File: config.mk
export PLATFORM = sky130hd
export DESIGN_NAME = dbem_front
export DESIGN_NICKNAME = d
export VERILOG_FILES = /design/src/rtl/dbem_pkg.sv /design/src/rtl/dbem_front.sv
export SDC_FILE = /design/constraint.sdc
export NUM_CORES = 1
export LEC_CHECK = 0
export ABC_AREA = 1
export ABC_CLOCK_PERIOD_IN_PS = 2000
export BUFFER_PORTS_ARGS = -buffer_cell sky130_fd_sc_hd__buf_4
export CORE_AREA = 4 4 145 203
export DETAILED_ROUTE_END_ITERATION = 12
export DIE_AREA = 0 0 149 207
export PLACE_DENSITY_LB_ADDON = 0.25
export SLEW_MARGIN = 30
export SYNTH_ARGS = -nofsm -noshare
export SYNTH_HDL_FRONTEND = slang
export SYNTH_SLANG_ARGS = --single-unit
File: constraint.sdc
create_clock -name clk -period 2 [get_ports clk]
set_input_delay 0.4 -clock clk [delete_from_list [all_inputs] [get_ports clk]]
set_output_delay 0.4 -clock clk [all_outputs]
set_load 0.03 [all_outputs]
File: src/rtl/dbem_pkg.sv
`timescale 1ns / 1ps
package dbem_pkg;
    localparam int FRAC_BITS   = 16;
    localparam int SCORE_DIV   = 11;
    localparam int BLOCK_COEFS = 64;

    typedef enum logic [1:0] {
        CFG_HIPASS = 2'd0,
        CFG_WIDTH  = 2'd1,
        CFG_HEIGHT = 2'd2
    } cfg_index_t;

    // per-coefficient job handed from front to back
    typedef struct packed {
        logic        counted;
        logic        block_end;
        logic [11:0] bin;
        logic [5:0]  hipass;
    } job_t;

    // round(65536*log2(c)), c = 0..64
    function automatic logic [18:0] log2_q16(input logic [6:0] c);
        logic [18:0] r;
        begin
            case (c)
                7'd2: r = 19'd65536;   7'd3: r = 19'd103872; 7'd4: r = 19'd131072;
                7'd5: r = 19'd152170;  7'd6: r = 19'd169408; 7'd7: r = 19'd183983;
                7'd8: r = 19'd196608;  7'd9: r = 19'd207744; 7'd10: r = 19'd217706;
                7'd11: r = 19'd226717; 7'd12: r = 19'd234944; 7'd13: r = 19'd242512;
                7'd14: r = 19'd249519; 7'd15: r = 19'd256042; 7'd16: r = 19'd262144;
                7'd17: r = 19'd267876; 7'd18: r = 19'd273280; 7'd19: r = 19'd278392;
                7'd20: r = 19'd283242; 7'd21: r = 19'd287855; 7'd22: r = 19'd292253;
                7'd23: r = 19'd296456; 7'd24: r = 19'd300480; 7'd25: r = 19'd304340;
                7'd26: r = 19'd308048; 7'd27: r = 19'd311616; 7'd28: r = 19'd315055;
                7'd29: r = 19'd318373; 7'd30: r = 19'd321578; 7'd31: r = 19'd324678;
                7'd32: r = 19'd327680; 7'd33: r = 19'd330589; 7'd34: r = 19'd333412;
                7'd35: r = 19'd336153; 7'd36: r = 19'd338816; 7'd37: r = 19'd341407;
                7'd38: r = 19'd343928; 7'd39: r = 19'd346384; 7'd40: r = 19'd348778;
                7'd41: r = 19'd351113; 7'd42: r = 19'd353391; 7'd43: r = 19'd355616;
                7'd44: r = 19'd357789; 7'd45: r = 19'd359914; 7'd46: r = 19'd361992;
                7'd47: r = 19'd364026; 7'd48: r = 19'd366016; 7'd49: r = 19'd367966;
                7'd50: r = 19'd369876; 7'd51: r = 19'd371748; 7'd52: r = 19'd373584;
                7'd53: r = 19'd375385; 7'd54: r = 19'd377152; 7'd55: r = 19'd378887;
                7'd56: r = 19'd380591; 7'd57: r = 19'd382264; 7'd58: r = 19'd383909;
                7'd59: r = 19'd385525; 7'd60: r = 19'd387114; 7'd61: r = 19'd388677;
                7'd62: r = 19'd390214; 7'd63: r = 19'd391727; 7'd64: r = 19'd393216;
                default: r = 19'd0;
            endcase
            return r;
        end
    endfunction
endpackage

File: src/rtl/dbem_front.sv
`timescale 1ns / 1ps
module dbem_front
    import dbem_pkg::*;
#(
    parameter int BIN_W = 11
) (
    input  logic        clk,
    input  logic        rst_n,
    input  logic        in_valid,
    output logic        in_ready,
    input  logic signed [11:0] coef,
    input  logic [15:0] quant,
    input  logic [5:0]  hipass,
    output logic        job_valid,
    input  logic        job_ready,
    output job_t        job
);
    localparam int     HALF = 1 << (BIN_W - 1);
    localparam logic signed [28:0] PMAX = 29'(HALF - 1);
    localparam logic signed [28:0] PMIN = -29'(HALF);

    logic [5:0]  pos_reg;
    logic [1:0]  cnt_reg;
    job_t        q_reg [2];
    logic        wp_reg, rp_reg;
    logic signed [28:0] prod;
    logic signed [28:0] sat;
    job_t        nj;
    logic        push, pop;

    // two-entry queue toward the histogram back end
    assign in_ready  = cnt_reg != 2'd2;
    assign job_valid = cnt_reg != 2'd0;
    assign job       = q_reg[rp_reg];
    assign push      = in_valid && in_ready;
    assign pop       = job_valid && job_ready;

    always_comb
    begin
        prod = coef * $signed({1'b0, quant});
        if (prod > PMAX)
            sat = PMAX;
        else if (prod < PMIN)
            sat = PMIN;
        else
            sat = prod;
        nj.counted   = pos_reg >= hipass;
        nj.block_end = pos_reg == 6'd63;
        nj.bin       = 12'(sat + 29'(HALF));
        nj.hipass    = hipass;
    end

    always_ff @(posedge clk or negedge rst_n)
    begin
        if (!rst_n)
        begin
            pos_reg <= '0;
            cnt_reg <= '0;
            wp_reg  <= 1'b0;
            rp_reg  <= 1'b0;
        end
        else
        begin
            if (push)
            begin
                pos_reg <= pos_reg + 6'd1;
                wp_reg  <= ~wp_reg;
            end
            if (pop)
                rp_reg <= ~rp_reg;
            cnt_reg <= cnt_reg + {1'b0, push} - {1'b0, pop};
        end
    end

    always_ff @(posedge clk)
    begin
        if (push)
            q_reg[wp_reg] <= nj;
    end
endmodule

==> results.txt <==
- Between clock sinks in the finished design, the worst skew comes to 3.41 ps.
- In this run the worst path has a maximum fanout of 5.
- For this run the aggregate overflow at the end of global routing stands at 0.
* Gate Count Post-Synth: 1225
- Clock buffers created by TritonCTS: 5
* Number of remaining DRC errors: 0
- In the final layout, the multi-input gates occupy 0.00720 sq mm.
* Final cell area excluding filler cells: 0.0119 sq mm
* First DRT Iteration DRCs: 197
- Global routing used 15.3% of the available met1 tracks.
- Maximum operating frequency: 191 MHz
- The layout has 2865 filler cells.
- Arrival time of the worst setup path: 5280 ps
* Global-route layer with the greatest usage: met2
- NumNets Final: 1628
- Ant. Diodes: 0
- Routed wire length: 23.1 mm
- Count of buffers from port buffering: 59
- During synthesis, Yosys emitted a total of 0 warnings.
* Die width: 149 microns
- Leaving out fill and tap cells, the most frequent cell in the layout is sky130_fd_sc_hd__nand2_1.
- The register with the most flip-flops in the layout has 40 of them.
- Top library cells by usage in the layout, fill and taps aside: sky130_fd_sc_hd__nand2_1 (343), sky130_fd_sc_hd__inv_1 (305), sky130_fd_sc_hd__buf_4 (146)
- Compared with the post-synthesis result, the final layout area differs by 27.3%.
* Largest net degree at the start of global routing: 21
- Transition time at the pin with the least slew margin: 525 ps
- Clock slew at reported path FFs: 60 ps
- The pre-antenna-repair detailed-routing pass consisted of 4 iterations.
- Total negative slack: -70640 ps
- Post-synthesis sequential area ratio: 15.6%
* First-pass GRT wire length: 39.0 mm
- Buffer levels on the longest clock path: 2
- In the routed layout, each cell is associated on average with a via count of 4.50.
* Synth cell types: 35
- Kind of capture point of the worst setup path: flop
* Type of origin of the critical path: primary input
* Cell depth of the worst flop-to-flop path: 9
- Half-perimeter wire length after detailed placement: 19.8 mm
- Summing every instance area after synthesis gives 0.00931 sq mm.
* RSZ-0062 raised after global routing: yes
* Failing checks: negative setup slack
* Die height: 207 microns
- Required time of the critical path: 2040 ps
- TritonCTS clock tree: done
- The routed design could run at a clock period as short as 5230 ps.
- The floorplan has 72 rows.
* Number of H-tree levels: 2
* Number of flip-flops and latches in the synthesized netlist: 50
* Slowest cell delay on critical path: 530 ps
- Core Box Area: 0.0276 sq mm
* Standard cell with the maximum stage delay on the critical path: sky130_fd_sc_hd__fa_2
* Count of antenna-violating nets left after detailed routing: 0
- The number of hold-slack violations in the final timing report is 0.
- Number of antenna violations at the first check in global routing: 0
* Clock sink count: 50
* Share of the cycle needed by the critical path after routing: 262%
- Initial cell density of the core: 33.8%
* Number of I/O pins: 60
- The run finished, with violations left.
* Sequential cell area: 0.00145 sq mm
* Placer's final routability congestion estimate: 0.833
* Number of stages on the worst hold path: 1
* Setup slack after layout: -3230 ps
* Fraction of met3 tracks used by global routing: 1.36%
- Vias in the first global route: 8501
- Total routing usage reported by global routing: 15.4%
- The min-delay analysis places its worst path in the category in -> reg.
- Number of max-cap violations: 0
- Instance area after placement: 0.0112 sq mm
* Mean instance size in the synthesized netlist: 7.60 sq um
- Share of final-layout standard cells stronger than drive strength 1: 26.2%
* Clock latency on the worst-skew pair: 290 ps
- In the final routed layout, each cell accounts on average for 13.4 microns.
- The die covers 0.0308 sq mm.
- Final hold analysis gives a worst-case slack of 305 ps.
- Setup violations remaining at the end of the flow were counted as 22.
- The routed layout has 7767 vias.
* GR Layer Usage met2: 31.7%
- The worst pin sits at a relative slew slack of 64.7%.
- The critical path is of the in -> reg type.
- The number of pins with negative max-slew slack in the final report is 0.
- The cell sitting at the root of the clock tree is a sky130_fd_sc_hd__clkbuf_16.
==> worst paths after layout <==
kind	from	to	slack, ps
min in group asynchronous	rst_n	pos_reg[3]$_DFFE_PN0P_	490
worst min-delay path	hipass[1]	q_reg[1][1]$_DFFE_PP_	310
max in group asynchronous	rst_n	pos_reg[2]$_DFFE_PN0P_	1360
worst max register to register	pos_reg[0]$_DFFE_PN0P_	q_reg[0][19]$_DFFE_PP_	110
worst max-delay path	coef[11]	q_reg[0][13]$_DFFE_PP_	-3230
worst min register to register	cnt_reg[0]$_DFF_PN0_	cnt_reg[0]$_DFF_PN0_	530
==> cell families (layout without fill, tap and decap cells) <==
| group | after synthesis | count (layout) | synth area share (%) |
|---|---|---|---|
| adder cells (fa/ha/maj) | 234 | 234 | 42.8 |
| other | 1 | 2 | 0.0403 |
| XOR/XNOR | 15 | 15 | 1.49 |
| AND/OR/NAND/NOR | 525 | 526 | 23.3 |
| buffers and inverters | 374 | 504 | 15.1 |
| AO/OA/AOI/OAI | 26 | 26 | 1.67 |
| flip-flops | 50 | 50 | 15.6 |
==> cell type report <==
cell class | instances | area share [%]
Clock buffer | 5 | 1.06
Inverter | 331 | 10.5
Multi-Input combinational cell | 803 | 60.7
Timing Repair Buffer | 165 | 11.4
Tap cell | 370 | 3.91
Sequential cell | 50 | 12.2
Clock inverter | 3 | 0.169
==> Yosys cell counts <==
| cell type | instances | area, sq um |
|---|---|---|
| sky130_fd_sc_hd__nand3_1 | 31 | 155 |
| sky130_fd_sc_hd__nor3_2 | 1 | 10.0 |
| sky130_fd_sc_hd__xnor2_1 | 5 | 43.8 |
| sky130_fd_sc_hd__nand2_4 | 2 | 22.5 |
| sky130_fd_sc_hd__nor2_4 | 1 | 11.3 |
| sky130_fd_sc_hd__inv_2 | 4 | 15.0 |
| sky130_fd_sc_hd__nor2_1 | 46 | 173 |
| sky130_fd_sc_hd__clkbuf_1 | 42 | 158 |
| sky130_fd_sc_hd__o21ai_0 | 2 | 10.0 |
| sky130_fd_sc_hd__o21bai_1 | 4 | 30.0 |
| sky130_fd_sc_hd__a21boi_0 | 1 | 7.51 |
| sky130_fd_sc_hd__nand3b_1 | 3 | 22.5 |
| sky130_fd_sc_hd__or2_2 | 8 | 50.1 |
| sky130_fd_sc_hd__nand2_1 | 399 | 1500 |
| sky130_fd_sc_hd__nor4_1 | 2 | 12.5 |
| sky130_fd_sc_hd__edfxtp_1 | 40 | 1200 |
| sky130_fd_sc_hd__o21a_1 | 3 | 22.5 |
| sky130_fd_sc_hd__xor2_1 | 9 | 78.8 |
| sky130_fd_sc_hd__ha_1 | 93 | 1160 |
| sky130_fd_sc_hd__dfrtp_1 | 10 | 250 |
| sky130_fd_sc_hd__nand3_2 | 4 | 40.0 |
| sky130_fd_sc_hd__nand3b_2 | 1 | 11.3 |
| sky130_fd_sc_hd__nand4_1 | 10 | 62.6 |
| sky130_fd_sc_hd__a31oi_1 | 1 | 6.26 |
| sky130_fd_sc_hd__nor3_1 | 3 | 15.0 |
| sky130_fd_sc_hd__a21oi_2 | 1 | 8.76 |
| sky130_fd_sc_hd__buf_1 | 1 | 3.75 |
| sky130_fd_sc_hd__a21oi_1 | 14 | 70.1 |
| sky130_fd_sc_hd__or2_1 | 1 | 6.26 |
| sky130_fd_sc_hd__xnor2_2 | 1 | 16.3 |
| sky130_fd_sc_hd__inv_1 | 327 | 1230 |
| sky130_fd_sc_hd__nand2_2 | 8 | 50.1 |
| sky130_fd_sc_hd__conb_1 | 1 | 3.75 |
| sky130_fd_sc_hd__nor2_2 | 5 | 31.3 |
| sky130_fd_sc_hd__fa_1 | 141 | 2820 |
==> layer usage <==
layer | routed length, microns | part of all wire [%]
met5 | 0 | 0
met4 | 939 | 4.1
met2 | 13300 | 58
met3 | 703 | 3.0
met1 | 8170 | 35
==> what timing repair did <==
| action | in CTS | in global routing |
|---|---|---|
| resized for setup | 43 | 68 |
| setup endpoints to repair | 22 | 22 |
| pin swaps | 32 | 38 |
| cloned | 1 | 0 |
| hold endpoints to repair | 10 | 0 |
| setup buffers | 8 | 2 |
| hold buffers | 1 | 0 |
==> critical path, delay by kind of cell <==
| kind | cells | cell delay [ps] |
|---|---|---|
| fa+ha+maj | 6 | 2600 |
| simple gates | 14 | 1490 |
| buf+inv | 10 | 760 |
==> metrics by stage <==
stage	cells	utilization, %	setup slack (ps)
final	1727	43.0	-3230
after global routing	1727	43.0	-3430
after CTS	1725	42.1	-3200
after detailed placement	1707	40.5	-3590
after global placement	1707	40.5	-3500
after floorplan	1226	-	-2990
Power is not shown: default switching activity piles up to over one toggle a cycle in this logic, so the estimate is an artifact.
